<file path="src/design/assert_macros.svh">
// Assertion macros used by the RTL.
// AST_NOW checks that the consequent holds in the same cycle as the antecedent.
// AST_NEXT checks that the consequent holds in the cycle after the antecedent.
`ifndef ASSERT_MACROS_SVH
`define ASSERT_MACROS_SVH
`ifndef SYNTH
`define AST_NOW(label, clk, rst, ante, cons) \
   label: assert property (@(posedge clk) disable iff (rst) (ante) |-> (cons)) \
      else $error("assertion failed");
`define AST_NEXT(label, clk, rst, ante, cons) \
   label: assert property (@(posedge clk) disable iff (rst) (ante) |=> (cons)) \
      else $error("assertion failed");
`else
`define AST_NOW(label, clk, rst, ante, cons)
`define AST_NEXT(label, clk, rst, ante, cons)
`endif
`endif

</file>
<file path="src/design/u2b_pkg.sv">
`default_nettype none

package u2b_pkg;

   localparam logic [15:0] REPLACEMENT_UNIT = 16'h001A;
   localparam logic [31:0] HIGH_SURR_FIRST  = 32'h0000_D800;
   localparam logic [31:0] HIGH_SURR_LAST   = 32'h0000_DBFF;
   localparam logic [31:0] BMP_MAX          = 32'h0000_FFFF;

   // One result of the decoder
   typedef struct packed {
      logic [15:0] code_unit;
      logic        has_char;
      logic        substituted;
      logic        last;
   } u2b_result_type;

   // Trailing byte count of a lead byte
   function automatic logic [2:0] lead_extra(input logic [7:0] b);
      logic [2:0] n;
      case (b) inside
         [8'h00:8'hBF]: n = 3'd0;
         [8'hC0:8'hDF]: n = 3'd1;
         [8'hE0:8'hEF]: n = 3'd2;
         [8'hF0:8'hF7]: n = 3'd3;
         [8'hF8:8'hFB]: n = 3'd4;
         default:       n = 3'd5;
      endcase
      return n;
   endfunction

   // Offset removed from the accumulator once a sequence completes
   function automatic logic [31:0] seq_offset(input logic [2:0] extra);
      logic [31:0] off;
      case (extra)
         3'd1:    off = 32'h0000_3080;
         3'd2:    off = 32'h000E_2080;
         3'd3:    off = 32'h03C8_2080;
         3'd4:    off = 32'hFA08_2080;
         3'd5:    off = 32'h8208_2080;
         default: off = 32'h0000_0000;
      endcase
      return off;
   endfunction

endpackage

`default_nettype wire

</file>
<file path="src/design/utf8_to_bmp_decoder.sv">
// Channel   Dir  Handshake            Fields
// request   in   req_valid/req_ready  req_in_byte, req_end_of_string
// response  out  rsp_valid/rsp_ready  rsp_code_unit, rsp_has_char, rsp_substituted, rsp_last
//
// One byte per cycle unless the buffer is full: a request is registered, then
// decoded, and any response goes through the two-entry buffer before it is visible.
// The limit is the shift-add and offset subtract on the 32-bit accumulator.
// Reset clears the sequence state and empties the two-entry response buffer.
// A stalled response side fills the buffer; requests stop only when it is full.
`default_nettype none
`include "assert_macros.svh"

module utf8_to_bmp_decoder (
   input  wire logic        clock,
   input  wire logic        reset,
   input  wire logic        req_valid,
   output      logic        req_ready,
   input  wire logic [7:0]  req_in_byte,
   input  wire logic        req_end_of_string,
   output      logic        rsp_valid,
   input  wire logic        rsp_ready,
   output      logic [15:0] rsp_code_unit,
   output      logic        rsp_has_char,
   output      logic        rsp_substituted,
   output      logic        rsp_last
);
   import u2b_pkg::*;

   logic           in_valid_ff, in_valid_in;
   logic [7:0]     in_byte_ff;
   logic           in_eos_ff;
   logic           room;
   logic [1:0]     buf_count;
   logic           advance;
   logic           emit;
   logic           req_take;
   u2b_result_type dec_result;
   u2b_result_type rsp_data;

   // Input register: move on whenever the buffer has space
   assign advance     = in_valid_ff && room;
   assign req_ready   = !in_valid_ff || room;
   assign req_take    = req_valid && req_ready;
   assign in_valid_in = req_take || (in_valid_ff && !advance);

   always_ff @(posedge clock) begin
      if (reset) begin
         in_valid_ff <= 1'b0;
      end else begin
         in_valid_ff <= in_valid_in;
      end
   end

   always_ff @(posedge clock) begin
      if (req_take) begin
         in_byte_ff <= req_in_byte;
         in_eos_ff  <= req_end_of_string;
      end
   end

   u2b_decode u_decode (
      .clock         (clock),
      .reset         (reset),
      .step          (advance),
      .in_byte       (in_byte_ff),
      .end_of_string (in_eos_ff),
      .emit          (emit),
      .result        (dec_result)
   );

   u2b_out_buf u_out_buf (
      .clock     (clock),
      .reset     (reset),
      .push      (advance && emit),
      .push_data (dec_result),
      .room      (room),
      .count     (buf_count),
      .rsp_valid (rsp_valid),
      .rsp_ready (rsp_ready),
      .rsp_data  (rsp_data)
   );

   assign rsp_code_unit   = rsp_data.code_unit;
   assign rsp_has_char    = rsp_data.has_char;
   assign rsp_substituted = rsp_data.substituted;
   assign rsp_last        = rsp_data.last;

   `AST_NOW(a_buf_bound, clock, reset, 1'b1, buf_count != 2'd3)
   `AST_NOW(a_empty_marks_end, clock, reset, rsp_valid && !rsp_has_char,
            rsp_last && (rsp_code_unit == 16'd0))
   `AST_NOW(a_sub_unit, clock, reset, rsp_valid && rsp_substituted,
            rsp_has_char && (rsp_code_unit == REPLACEMENT_UNIT))
   `AST_NEXT(a_full_stalls, clock, reset, in_valid_ff && !room,
             in_valid_ff && $stable(in_byte_ff))

endmodule

`default_nettype wire

</file>
<file path="src/design/u2b_decode.sv">
`default_nettype none

module u2b_decode (
   input  wire logic                    clock,
   input  wire logic                    reset,
   input  wire logic                    step,
   input  wire logic [7:0]              in_byte,
   input  wire logic                    end_of_string,
   output      logic                    emit,
   output      u2b_pkg::u2b_result_type result
);
   import u2b_pkg::*;

   logic [2:0]  bytes_left_ff, bytes_left_in;
   logic [2:0]  seq_extra_ff, seq_extra_in;
   logic [31:0] acc_ff, acc_in;
   logic [2:0]  left_next;
   logic [2:0]  extra_next;
   logic [31:0] acc_next;
   logic [31:0] ch;
   logic        done;
   logic        sub;

   // Fold the byte into the sequence state
   always_comb begin
      if (bytes_left_ff == 3'd0) begin
         extra_next = lead_extra(in_byte);
         left_next  = extra_next;
         acc_next   = {24'd0, in_byte};
      end else begin
         extra_next = seq_extra_ff;
         left_next  = bytes_left_ff - 3'd1;
         acc_next   = {acc_ff[25:0], 6'd0} + {24'd0, in_byte};
      end
   end

   // Finish the code point and substitute code points above the BMP and high surrogates
   assign done = (left_next == 3'd0);
   assign ch   = acc_next - seq_offset(extra_next);
   assign sub  = (ch > BMP_MAX) || ((ch >= HIGH_SURR_FIRST) && (ch <= HIGH_SURR_LAST));
   assign emit = done || end_of_string;

   always_comb begin
      result.last = end_of_string;
      if (done) begin
         result.code_unit   = sub ? REPLACEMENT_UNIT : ch[15:0];
         result.has_char    = 1'b1;
         result.substituted = sub;
      end else begin
         result.code_unit   = 16'd0;
         result.has_char    = 1'b0;
         result.substituted = 1'b0;
      end
   end

   // Drop all sequence state at the end of a string
   always_comb begin
      bytes_left_in = bytes_left_ff;
      seq_extra_in  = seq_extra_ff;
      acc_in        = acc_ff;
      if (step) begin
         if (end_of_string) begin
            bytes_left_in = 3'd0;
            seq_extra_in  = 3'd0;
            acc_in        = 32'd0;
         end else begin
            bytes_left_in = left_next;
            seq_extra_in  = extra_next;
            acc_in        = acc_next;
         end
      end
   end

   always_ff @(posedge clock) begin
      if (reset) begin
         bytes_left_ff <= 3'd0;
         seq_extra_ff  <= 3'd0;
         acc_ff        <= 32'd0;
      end else begin
         bytes_left_ff <= bytes_left_in;
         seq_extra_ff  <= seq_extra_in;
         acc_ff        <= acc_in;
      end
   end

endmodule

`default_nettype wire

</file>
<file path="src/design/u2b_out_buf.sv">
`default_nettype none

module u2b_out_buf (
   input  wire logic                    clock,
   input  wire logic                    reset,
   input  wire logic                    push,
   input  wire u2b_pkg::u2b_result_type push_data,
   output      logic                    room,
   output      logic [1:0]              count,
   output      logic                    rsp_valid,
   input  wire logic                    rsp_ready,
   output      u2b_pkg::u2b_result_type rsp_data
);
   import u2b_pkg::*;

   u2b_result_type entry_ff [2];
   logic           wr_ptr_ff, wr_ptr_in;
   logic           rd_ptr_ff, rd_ptr_in;
   logic [1:0]     count_ff, count_in;
   logic           pop;

   assign room      = (count_ff != 2'd2);
   assign count     = count_ff;
   assign rsp_valid = (count_ff != 2'd0);
   assign rsp_data  = entry_ff[rd_ptr_ff];
   assign pop       = rsp_valid && rsp_ready;

   // Advance pointers and occupancy
   always_comb begin
      wr_ptr_in = push ? ~wr_ptr_ff : wr_ptr_ff;
      rd_ptr_in = pop ? ~rd_ptr_ff : rd_ptr_ff;
      count_in  = count_ff + {1'b0, push} - {1'b0, pop};
   end

   always_ff @(posedge clock) begin
      if (reset) begin
         wr_ptr_ff <= 1'b0;
         rd_ptr_ff <= 1'b0;
         count_ff  <= 2'd0;
      end else begin
         wr_ptr_ff <= wr_ptr_in;
         rd_ptr_ff <= rd_ptr_in;
         count_ff  <= count_in;
      end
   end

   // Hold results until taken
   always_ff @(posedge clock) begin
      if (push) begin
         entry_ff[wr_ptr_ff] <= push_data;
      end
   end

endmodule

`default_nettype wire
</file>
<file path="config.mk">
export PLATFORM = sky130hd
export DESIGN_NAME = utf8_to_bmp_decoder
export DESIGN_NICKNAME = d
export VERILOG_FILES = /design/src/design/u2b_pkg.sv /design/src/design/utf8_to_bmp_decoder.sv /design/src/design/u2b_decode.sv /design/src/design/u2b_out_buf.sv
export VERILOG_INCLUDE_DIRS = /design/src /design/src/design
export SDC_FILE = /design/constraint.sdc
export NUM_CORES = 1
export LEC_CHECK = 0
export BUFFER_PORTS_ARGS = -buffer_cell sky130_fd_sc_hd__buf_2
export CORE_ASPECT_RATIO = 0.9
export CORE_MARGIN = 1
export CORE_UTILIZATION = 55
export DETAILED_ROUTE_END_ITERATION = 6
export GPL_ROUTABILITY_DRIVEN = 0
export PLACE_DENSITY = 0.79
export SYNTH_ARGS = -nofsm -noshare
export SYNTH_HDL_FRONTEND = slang
export SYNTH_HIERARCHICAL = 1
export SYNTH_SLANG_ARGS = --single-unit
export TNS_END_PERCENT = 100
</file>
<file path="constraint.sdc">
create_clock -name clock -period 8.39 [get_ports clock]
set_input_delay 0.4195 -clock clock [delete_from_list [all_inputs] [get_ports clock]]
set_output_delay 0.4195 -clock clock [all_outputs]
set_load 0.02 [all_outputs]
</file>
[Word-level counts from Yosys, hierarchy flattened]
Memory sizes are Yosys's and may differ from the RTL's. A register that Yosys moved wholly into a read port is not among the register bits.
Cells that the tools add are included.
Word-level totals
  bits in registers: 46
  bits in writable memories: 38
  input port bits: 13
  output and inout bits: 21
  word-level logic and storage cells: 74
  memories kept: 1
Memory list
  u_out_buf.entry_ff: depth 2, bits a word 19, rd ports 1, clocked after Yosys merged registers in 1, wr ports 1, line u2b_out_buf.sv:16  | u2b_result_type entry_ff [2];
Operators by class
  $add $sub $neg: 5
  order comparisons: 13
  equality and inequality tests: 6
  multiplexer cells: 18
  bitwise logic cells: 2
  reduce and logical (&&, ||, !) cells: 20
Operator list (number)
  case mux 32 bit (5 select lines): 1
  <= comparator 8 bit (second input constant): 5
  adder 32 x 8 -> 32 bit: 1
  greater-or-equal comparator 32 x 16 -> 1 bit (second input constant): 1
  greater-or-equal comparator 8 bit (second input constant): 4
  > comparator 32 x 16 -> 1 bit (second input constant): 1
  <= comparator 32 x 16 -> 1 bit (second input constant): 1
  2-to-1 mux 32 bit: 1
  subtractor 32 bit: 1
  2-to-1 mux 26 bit: 1
  2-to-1 mux 3 bit: 8
  2-to-1 mux 18 bit: 1
  2-to-1 mux 16 bit: 1
  logical AND 1 bit: 11
  greater-or-equal comparator 8 x 1 -> 1 bit (second input constant): 1
  == test 3 x 2 -> 1 bit (second input constant): 2
  == test 3 bit (second input constant): 2
  logical NOT 3 bit: 2
  2-to-1 mux 1 bit: 5
  logical OR 1 bit: 4
  == test 3 x 1 -> 1 bit (second input constant): 1
  subtractor 3 x 1 -> 3 bit (second input constant): 1
  adder 2 x 1 -> 2 bit: 1
  logical NOT 1 bit: 2
  other kinds (4): 5

[Longest topological paths before layout]
Gate-level depths: netlist (run 1).
  depth in word-level cells: 16
  depth in mapped cells: 23
  mapped depth without buffers: 20

[Hierarchy]
Netlist (run 1), hierarchy kept.
Modules (own cells, without submodules)
  u2b_decode: times used 1, cells each 488, area an instance 3532.1 um^2, sequential area each 640.6 um^2
  u2b_out_buf: times used 1, cells each 82, area an instance 1617.8 um^2, sequential area each 1241.2 um^2
  utf8_to_bmp_decoder: times used 1, cells each 16, area an instance 340.3 um^2, sequential area each 290.3 um^2

[Worst setup path before layout (run 1)]
No wires, ideal clock.
  path kind: reg-to-reg
  start point: register u_decode.bytes_left_ff[0]
  end point: memory u_out_buf/entry_ff[0][15] (netlist name) (data pin)
  library setup time: 0.160 ns
  data arrival time: 4.637 ns
  data required time: 8.230 ns
  slack: 3.593 ns
  stages on the path, launching flop included: 21
  buffers on the path: 5
  period minus slack after synthesis: 4.797 ns
  cells stage by stage: dfxtp_1 inv_1 ha_1 ha_1 clkbuf_1 buf_2 clkbuf_1 clkbuf_1 mux2i_1 ha_1 ha_1 inv_1 a2111oi_2 a32oi_1 o311ai_1 o211ai_1 a211o_1 a2111oi_4 nand4_4 buf_6 nor3_2
RTL lines
  start, declared: line u2b_decode.sv:14  | logic [2:0] bytes_left_ff, bytes_left_in;
  start signal, assigned: line u2b_decode.sv:80  | bytes_left_ff <= bytes_left_in;
  end, declared: line u2b_out_buf.sv:16

==> metrics, run 1 <==
cts hold-fix bufs=0; DRT antenna net count=0; Starting DRT DRC Count=508; status=complete, but fails checks; Hold WC Path Type=primary input to flip-flop; first-pass GRT wire length=20700 um; Final Max Slew Viols=0; critical path capture point type=flip-flop; failing checks=DRC; Synth Register Bits=85; commonest non-fill, non-tap cell in the layout=nor2_1; Fin. Hold Viols=0; Pre-antenna DRT Iters=7; number of global-route vias before repair=4222; initial antenna violation count=0; share of the yosys chip area belonging to registers=39.6%; Initial Util=56.6%; I/O Buffers=33; hpwl dp=9200 um; dpl cell area=5670 sq um; syn_area_per_cell=9.37 sq um; Critical Path Source Type=flip-flop; global routing's busiest layer=met2; Leak=2.13 nW; fin crit period=5640 ps; clock skew=14.2 ps; CTS resizes=0; Non-Filler Instances=729; final instance area=5870 sq um; area of the mapped netlist=5490 sq um; actual slew at the worst max-slew pin=918 ps; unrepaired setup endpoints after global routing=false; CP Class=flip-flop to flip-flop; Core Footprint=9700 sq um; CP most frequent cell=ha_1; routing usage on met3=5.80%; root buffer cell=clkbuf_8; # nets final=633; data arrival time of the worst path=5750 ps; via count=4571; die span in x=107 um; setup total negative slack=0 ps; Congestion Overflow GR=0; part of the cycle the worst path needs=67.2%; die area=10400 sq um; largest net degree at the start of global routing=45; final setup violation count=0; met1 Track Usage GR=35.5%; FP Rows=34; Async SR Flop Fraction=0%; CTS Sinks=85; Synth Net Count=621; post-synth cell types=75; critical path's slowest cell=or4_1; DRT Wirelength=12700 um; die height=96.8 um; most frequent cells in the layout=nor2_1 (73), edfxtp_1 (47), dfxtp_1 (38), buf_2 (33), nand2_1 (33); synthesized instance count=586; GRT Total Usage=25.2%; CTS max path bufs=2; filler cell count=832; overall power=1.05 mW; clock-pin slew on the worst setup and hold paths=90 ps; CP cell instances=ha_1 > fa_1 > nand3_1 > or4_1 > or3_2 > a21oi_1 > ha_1 > o21ai_0 > nand2b_1 > xnor2_1 > nand4_1 > nor4_2 > o211ai_1 > a2111oi_4 > nand4_4 > and2_2; Global Route met2 Usage=39.2%; vias per inst=6.27; ys flop type=edfxtp_1; Critical Path RT=8500 ps; routed wire length per instance=17.4 um; I/O pins=34; Slew headroom=38.8%; htree depth=3; slowest stage delay, CP=760 ps; Peak supply drop=0.137 mV; CP max FO=17; layout cell share with drive strength beyond 1=17.4%; EDFF count, synth=47; Yosys warning total=6; total setup buffers inserted after CTS=0; max_cap viols=0; Cells after DPL=713; Worst-Skew Late Latency=360 ps; DRC=1; Max Freq=177 MHz; synth-to-layout area growth=6.95%; CTS tree=yes; CTS buffer count=9; PwrDens=179 nW/um^2; # diodes=0
## sequential cells by signal, summed over array words and instances, names as in the netlist, named ones only
signal and cells:
u_out_buf/entry_ff 38, u_decode/acc_ff 26, in_byte_ff 8, u_decode/bytes_left_ff 3, u_decode/seq_extra_ff 3, u_out_buf/count 2
in_eos_ff 1, in_valid_ff 1, u_out_buf/rd_ptr_ff 1, u_out_buf/wr_ptr_ff 1
## final timing paths
path	from	depth (start not counted)	end	slack (ps)
setup reg to reg	in_byte_ff[6]	16	u_out_buf/entry_ff[1][1]	2750
hold / removal	req_in_byte[5]	1	in_byte_ff[5]	230
setup / recovery	in_byte_ff[6]	16	u_out_buf/entry_ff[1][1]	2750
hold reg to reg	u_decode/bytes_left_ff[1]	2	u_decode/bytes_left_ff[1]	480
## critical path: cells and delay by family (launching register included)
family	cells	cell delay, ps
AOI/OAI and AO/OA	4	970
xor gates and xnor gates	1	180
adders and majority gates	3	940
DFF	1	430
and+or+nand+nor	8	2870
## cells in the mapped netlist, types with 3 or more instances
cell type   n  share of area [%]
nor4_1      9                1.0
xnor2_1    14                2.2
nor2_1     73                5.0
nor4b_1     3               0.48
a21oi_1    29                2.6
or3_1       7               0.80
a21o_1      6               0.82
edfxtp_1   47                 26
or4_1       3               0.41
o21ai_0    24                2.2
nand3b_1    6               0.82
ha_1       21                4.8
dfxtp_1    38                 14
nand4_1    13                1.5
nor3_2      6                1.1
nand2b_1   12                1.4
o31a_1      3               0.48
o31ai_1     4               0.55
nand3_1    15                1.4
or3_2       3               0.41
and3_1      5               0.57
clkbuf_1   25                1.7
inv_1      19                1.3
a22oi_1    20                2.7
nand2_1    33                2.3
nor3_1     10               0.91
mux2i_1     7                1.3
and2_1      3               0.34
xor2_1     19                3.0
buf_2       4               0.36
nor2b_1    11                1.3
a2111oi_0   3               0.48
or2_2       4               0.46
o211ai_1    4               0.55
a31oi_1     3               0.34
buf_6       3               0.62
mux2_2     23                4.7
o21a_1      8                1.1
## report_power, final
| part | total, mW | internal (mW) | switching [mW] |
|---|---|---|---|
| Clock | 0.292 | 0.140 | 0.152 |
| Sequential | 0.495 | 0.468 | 0.0273 |
| Combinational | 0.262 | 0.111 | 0.151 |
## per-stage QoR
step / setup slack, ps / utilization [%] / hold slack, ps
2_1_floorplan: 3590 / - / 439
3_3_place_gp: 2940 / 58.5 / 453
3_5_place_dp: 2870 / 58.5 / 472
4_1_cts: 2810 / 60.5 / 221
5_1_grt: 2150 / 60.5 / 216
6_report: 2750 / 60.5 / 233
## layer usage
layer | wire, um | share of wire [%]
met5 | 0 | 0
met4 | 190 | 1.5
met3 | 1220 | 9.6
met2 | 5730 | 45
met1 | 5540 | 44
## cells by family after synthesis
group	count (synthesis)	share of synthesized area, %
simple gates	233	23.4
compound gates	126	15.7
flops	85	39.6
buf+inv	56	4.49
xor+xnor	34	5.67
mux	30	5.99
fa+ha+maj	22	5.15
## final cells by class
| class | instances | area (sq um) | area share (%) |
|---|---|---|---|
| clock buffer | 10 | 128 | 2.17 |
| clock inverter | 6 | 72.6 | 1.24 |
| inverter | 20 | 75.1 | 1.28 |
| multi-input combinational | 445 | 3070 | 52.3 |
| sequential | 85 | 2170 | 37.0 |
| tap | 126 | 158 | 2.68 |
| timing repair buffer | 37 | 195 | 3.32 |
No activity file was read; power rests on OpenSTA's default activity.
==> inputs of run 2 (changes only) <==
--- a/config.mk
+++ b/config.mk
@@ -6,6 +6,7 @@
 export SDC_FILE = /design/constraint.sdc
 export NUM_CORES = 1
 export LEC_CHECK = 0
+export ABC_AREA = 1
 export BUFFER_PORTS_ARGS = -buffer_cell sky130_fd_sc_hd__buf_2
 export CORE_ASPECT_RATIO = 0.9
 export CORE_MARGIN = 1
==> constraint.sdc (replaced) <==
create_clock -name clock -period 5.35 [get_ports clock]
set_input_delay 0.2675 -clock clock [delete_from_list [all_inputs] [get_ports clock]]
set_output_delay 0.2675 -clock clock [all_outputs]
set_load 0.02 [all_outputs]
==> metrics, run 2 <==
syn_area_per_cell=7.28 sq um (was 9.37 sq um); Core Footprint=10400 sq um (was 9700 sq um); first-pass GRT wire length=23600 um (was 20700 um); vias per inst=5.46 (was 6.27); ys flop type=edfxtp_1 (unchanged); Non-Filler Instances=984 (was 729); unrepaired setup endpoints after global routing=false (unchanged); # diodes=0 (unchanged); largest net degree at the start of global routing=37 (was 45); share of the synthesized area in the top cell type=23.5% (was 25.7%); Leak=2.98 nW (was 2.13 nW); failing checks=DRC (unchanged); Slew headroom=28.9% (was 38.8%); synthesized instance count=823 (was 586); share of the yosys chip area belonging to registers=36.2% (was 39.6%); CTS buffer count=9 (unchanged); area of the mapped netlist=5990 sq um (was 5490 sq um); setup total negative slack=0 ps (unchanged); Critical Path RT=5520 ps (was 8500 ps); PwrDens=308 nW/um^2 (was 179 nW/um^2); I/O Buffers=33 (unchanged); CTS Sinks=85 (unchanged); critical path capture point type=flip-flop (unchanged); slowest stage delay, CP=530 ps (was 760 ps); critical path's slowest cell=ha_1 (was or4_1); Int Pwr=1.33 mW (was 719 uW); CP most frequent cell=nand2_1 (was ha_1); Initial Util=57.5% (was 56.6%); Cells after DPL=968 (was 713); CP max FO=16 (was 17); routed wire length per instance=14.5 um (was 17.4 um); synth-to-layout area growth=8.83% (was 6.95%); GRT Total Usage=27.0% (was 25.2%); Pre-antenna DRT Iters=7 (unchanged); Critical Path Source Type=flip-flop (unchanged); root buffer cell=clkbuf_16 (was clkbuf_8); sequential share of power=39.3% (was 47.2%); overall power=2.01 mW (was 1.05 mW); Hold WC Path Type=primary input to flip-flop (unchanged); DRT antenna net count=0 (unchanged); Async SR Flop Fraction=0% (unchanged); actual slew at the worst max-slew pin=1060 ps (was 918 ps); max_cap viols=0 (unchanged); Post-Place Setup Slack=819 ps (was 2870 ps); main area contributors after synthesis=edfxtp_1 (24%), nand2_1 (14%), dfxtp_1 (13%) (was edfxtp_1 (26%), dfxtp_1 (14%), nor2_1 (5.0%)); Worst-Skew Late Latency=340 ps (was 360 ps); CTS resizes=0 (unchanged); post-synth cell types=48 (was 75); I/O pins=34 (unchanged); die area=11300 sq um (was 10400 sq um); final setup violation count=0 (unchanged); total setup buffers inserted after CTS=0 (unchanged); Peak supply drop=0.259 mV (was 0.137 mV); dpl cell area=6220 sq um (was 5670 sq um); Starting DRT DRC Count=422 (was 508); switching share of total power=33.7% (was 31.5%); hold slack=103 ps (was 233 ps); layout cell share with drive strength beyond 1=16.7% (was 17.4%); hpwl dp=10700 um (was 9200 um); DRT Wirelength=14300 um (was 12700 um); largest registers=u_out_buf/entry_ff (38), u_decode/acc_ff (26), in_byte_ff (8) (unchanged); die height=101 um (was 96.8 um); Synth Net Count=858 (was 621); CTS max path bufs=2 (unchanged); cts hold-fix bufs=0 (unchanged); Largest register FFs=38 (unchanged); Max Freq=214 MHz (was 177 MHz); Seq. cell area=2170 sq um (unchanged); Net Switching=677 uW (was 331 uW); part of the cycle the worst path needs=87.3% (was 67.2%); largest area contributor in the netlist=edfxtp_1 (unchanged); status=complete, but fails checks (unchanged); filler cell count=931 (was 832); Final Max Slew Viols=0 (unchanged); most frequent cells after synthesis=nand2_1 (228), inv_1 (118), nor2_1 (74) (was nor2_1 (73), edfxtp_1 (47), dfxtp_1 (38)); Comb power frac=29.5% (was 25.0%); clock skew=6.64 ps (was 14.2 ps); clock-pin slew on the worst setup and hold paths=60 ps (was 90 ps); die span in x=112 um (was 107 um); most frequent cells in the layout=nand2_1 (228), inv_1 (118), nor2_1 (73), nand3_1 (60), a21oi_1 (52) (was nor2_1 (73), edfxtp_1 (47), dfxtp_1 (38), buf_2 (33), nand2_1 (33)); Congestion Overflow GR=0 (unchanged); multi-input logic area=3230 sq um (was 3070 sq um); Synth Register Bits=85 (unchanged); # nets final=885 (was 633); CTS tree=yes (unchanged); FP Rows=35 (was 34); setup ws final=680 ps (was 2750 ps); via count=5375 (was 4571); DRC=1 (unchanged); CP Class=flip-flop to flip-flop (unchanged); fin crit period=4670 ps (was 5640 ps); initial antenna violation count=0 (unchanged); Core Util, Final=62.6% (was 60.5%); commonest non-fill, non-tap cell in the layout=nand2_1 (was nor2_1); final instance area=6520 sq um (was 5870 sq um); number of global-route vias before repair=5015 (was 4222); EDFF count, synth=47 (unchanged); Fin. Hold Viols=0 (unchanged); clock power share=31.3% (was 27.8%); most common cell in the synthesized netlist=nand2_1 (was nor2_1); Yosys warning total=6 (unchanged); htree depth=3 (unchanged); Biggest register=u_out_buf/entry_ff (unchanged); data arrival time of the worst path=4840 ps (was 5750 ps)
[run 2: cell count changes after synthesis, moves of 15 or more]
cell	change
a22oi_1	-20
a21oi_1	+23
nand2_1	+195
nand3_1	+45
nor2_2	+23
nand2_2	+15
inv_1	+99
[run 2: metal layers]
metal / part of all wire [%] / up-vias / global-route usage [%]
met1: 45 / 2438 / 35.4
li1: - / 2717 / -
met3: 7.9 / 22 / 5.29
met2: 45 / 198 / 44.8
met5: 0 / - / 0
met4: 1.9 / 0 / 9.23
[run 2: final cells by class]
cell class / count / area share [%]
multi-input combinational: 593 / 49.6
sequential: 85 / 33.3
inverter: 125 / 7.19
clock buffer: 11 / 3.72
timing repair buffer: 36 / 2.88
tap: 129 / 2.47
clock inverter: 5 / 0.882
[run 2: final timing paths]
kind                             startpoint                         to  slack, ps  cells past startpoint
setup / recovery  u_decode/bytes_left_ff[0]  u_out_buf/entry_ff[0][18]        680                     30
hold / removal               req_in_byte[0]              in_byte_ff[0]        100                      1
setup reg to reg  u_decode/bytes_left_ff[0]  u_out_buf/entry_ff[0][18]        680                     30
hold reg to reg   u_decode/bytes_left_ff[1]  u_decode/bytes_left_ff[1]        470                      2
[run 2: logic make-up (layout without fill, tap and decap cells)]
family | after synthesis | after routing | synth area share (%)
compound gates | 86 | 86 | 8.22
xor+xnor | 7 | 7 | 1.02
simple gates | 459 | 459 | 35.7
fa+ha+maj | 22 | 22 | 4.72
buf+inv | 145 | 177 | 9.87
flops | 85 | 85 | 36.2
mux | 19 | 19 | 4.20
[run 2: critical path: cells and delay by family, from the launching register on]
family / cells / cell delay [ps]
AOI/OAI and AO/OA: 3 / 600
DFF: 1 / 300
adders and majority gates: 3 / 1060
and+or+nand+nor: 18 / 2120
buffers and inverters: 6 / 420
[run 2: power by group through the flow]
stage	Sequential, mW	Combinational, mW	Clock, mW
after floorplan	0.774	0.485	0
after global placement	0.801	0.576	0
final	0.790	0.593	0.629
after detailed placement	0.803	0.584	0
after CTS	0.789	0.591	0.643
after global routing	0.796	0.657	0.666
==> inputs of run 3 (changes only) <==
--- a/config.mk
+++ b/config.mk
@@ -6,7 +6,7 @@
 export SDC_FILE = /design/constraint.sdc
 export NUM_CORES = 1
 export LEC_CHECK = 0
-export ABC_AREA = 1
+export ABC_AREA = 0
 export BUFFER_PORTS_ARGS = -buffer_cell sky130_fd_sc_hd__buf_2
 export CORE_ASPECT_RATIO = 0.9
 export CORE_MARGIN = 1
==> metrics, run 3 (synthesis results as in run 1) <==
number of global-route vias before repair=4383 (was 5015); Largest register FFs=38 (unchanged); layout cell share with drive strength beyond 1=19.1% (was 16.7%); Max Freq=196 MHz (was 214 MHz); Biggest register=u_out_buf/entry_ff (unchanged); CTS buffer count=9 (unchanged); vias per inst=6.25 (was 5.46); CTS tree=yes (unchanged); part of the cycle the worst path needs=95.2% (was 87.3%); first-pass GRT wire length=21200 um (was 23600 um); I/O Buffers=33 (unchanged); data arrival time of the worst path=5200 ps (was 4840 ps); CP max FO=17 (was 16); die area=10400 sq um (was 11300 sq um); cts hold-fix bufs=0 (unchanged); unrepaired setup endpoints after global routing=false (unchanged); Critical Path RT=5450 ps (was 5520 ps); hold_sp=req_in_byte[6] (was req_in_byte[0]); initial antenna violation count=0 (unchanged); Pre-antenna DRT Iters=5 (was 7); hpwl dp=9430 um (was 10700 um); CTS Sinks=85 (unchanged); Starting DRT DRC Count=429 (was 422); FP Rows=34 (was 35); DRT antenna net count=0 (unchanged); clock power share=27.9% (was 31.3%); # nets final=641 (was 885); root buffer cell=clkbuf_8 (was clkbuf_16); routed wire length per instance=17.8 um (was 14.5 um); commonest non-fill, non-tap cell in the layout=nor2_1 (was nand2_1); synth-to-layout area growth=8.55% (was 8.83%); setup total negative slack=0 ps (unchanged); GRT Total Usage=25.9% (was 27.0%); htree depth=3 (unchanged); final setup violation count=0 (unchanged); die span in x=107 um (was 112 um); Initial Util=56.6% (was 57.5%); max_cap viols=0 (unchanged); fin crit period=5090 ps (was 4670 ps); via count=4605 (was 5375); most frequent cells in the layout=nor2_1 (73), edfxtp_1 (47), dfxtp_1 (38), buf_2 (33), nand2_1 (33) (was nand2_1 (228), inv_1 (118), nor2_1 (73), nand3_1 (60), a21oi_1 (52)); worst r2r src=in_byte_ff[6] (was u_decode/bytes_left_ff[0]); Leak=2.17 nW (was 2.98 nW); # diodes=0 (unchanged); Seq. cell area=2170 sq um (unchanged); Congestion Overflow GR=0 (unchanged); PwrDens=279 nW/um^2 (was 308 nW/um^2); setup ws final=258 ps (was 680 ps); slowest stage delay, CP=670 ps (was 530 ps); multi-input logic area=3090 sq um (was 3230 sq um); Post-Place Setup Slack=233 ps (was 819 ps); clock-pin slew on the worst setup and hold paths=90 ps (was 60 ps); CTS max path bufs=2 (unchanged); Comb power frac=25.5% (was 29.5%); critical path capture point type=flip-flop (unchanged); clock skew=12.3 ps (was 6.64 ps); switching share of total power=31.7% (was 33.7%); actual slew at the worst max-slew pin=888 ps (was 1060 ps); Fin. Hold Viols=0 (unchanged); Core Footprint=9700 sq um (was 10400 sq um); filler cell count=818 (was 931); Critical Path Source Type=flip-flop (unchanged); worst hold path depth=1 (unchanged); Peak supply drop=0.259 mV (about the same); CP Class=flip-flop to flip-flop (unchanged); largest net degree at the start of global routing=39 (was 37); Int Pwr=1.13 mW (was 1.33 mW); Net Switching=526 uW (was 677 uW); reg2reg setup slack=260 ps (was 680 ps); status=completed (was complete, but fails checks); Hold WC Path Type=primary input to flip-flop (unchanged); CP cell instances=ha_1 > fa_1 > nand3_1 > or4_1 > or3_2 > a21oi_1 > ha_2 > nand4_1 > or3b_2 > o31a_1 > xor2_1 > and4_1 > nand4_4 > buf_12 > o21a_1; Worst R2R Path Depth=15 (was 30); Slew headroom=40.7% (was 28.9%); I/O pins=34 (unchanged); Worst Hold Path EP=in_byte_ff[6] (was in_byte_ff[0]); DRT Wirelength=13100 um (was 14300 um); DRC=0 (was 1); die height=96.8 um (was 101 um); R2R Path End=u_out_buf/entry_ff[1][6] (was u_out_buf/entry_ff[0][18]); largest registers=u_out_buf/entry_ff (38), u_decode/acc_ff (26), in_byte_ff (8) (unchanged); sequential share of power=46.7% (was 39.3%); Final Max Slew Viols=0 (unchanged); critical path's slowest cell=or4_1 (was ha_1); Worst-Skew Late Latency=360 ps (was 340 ps)
-- run 3: power by group through the flow --
| stage | logic, mW | clock network (mW) | registers, mW |
|---|---|---|---|
| 2_1_floorplan | 0.340 | 0 | 0.764 |
| 3_3_place_gp | 0.403 | 0 | 0.786 |
| 3_5_place_dp | 0.414 | 0 | 0.789 |
| 4_1_cts | 0.418 | 0.475 | 0.774 |
| 5_1_grt | 0.457 | 0.496 | 0.781 |
| 6_report | 0.423 | 0.462 | 0.775 |
-- run 3: worst max-delay path, delay by kind of cell, from the launching register on --
kind                     cells  cell delay [ps]
AND/OR/NAND/NOR              7             2420
adder cells (fa/ha/maj)      3              860
AO/OA/AOI/OAI                3              750
flip-flops                   1              440
buffers and inverters        1              180
XOR/XNOR                     1              170
-- run 3: through the flow --
stage	util [%]	hold WS, ps	total power [mW]	instances	area [sq um]
after global routing	61.4	47.6	1.73	737	5960
final	61.4	74.5	1.66	737	5960
after global placement	59.0	444	1.19	720	5720
after CTS	61.1	57.4	1.67	736	5920
after floorplan	-	330	1.10	586	5490
after detailed placement	59.0	446	1.20	720	5720
-- run 3: layout make-up --
class	count	area share, %
clock buffers	10	2.14
multi-input cells	445	51.8
repair buffers	45	4.49
inverters	20	1.26
well taps	126	2.65
clock inverters	6	1.22
flip-flops and latches	85	36.4
-- run 3: layer usage --
metal  track usage, %  vias to the layer above  wire length (um)
li1                 -                     2181                 -
met1             36.5                     2169              5750
met2             38.9                      232              5830
met3             7.21                       23              1320
met4             7.27                        0               204
met5                0                        -                 0
-- run 3: repair_timing --
action	CTS	global route
endpoints found under the hold margin	0	0
gates resized for setup	0	4
endpoints found under the setup margin	0	34
setup buffers	0	1
-- run 3: how the worst max path moves through the flow --
stage / slack, ps / cells after the start / endpoint / from
2_1_floorplan: 550 / 20 / u_out_buf/entry_ff[0][15] / u_decode/bytes_left_ff[0]
3_3_place_gp: 350 / 16 / u_out_buf/entry_ff[0][1] / in_byte_ff[6]
3_5_place_dp: 230 / 16 / u_out_buf/entry_ff[1][1] / in_byte_ff[6]
4_1_cts: 160 / 16 / u_out_buf/entry_ff[1][13] / in_byte_ff[6]
5_1_grt: 0.7 / 17 / u_out_buf/entry_ff[1][7] / in_byte_ff[6]
6_report: 260 / 15 / u_out_buf/entry_ff[1][6] / in_byte_ff[6]
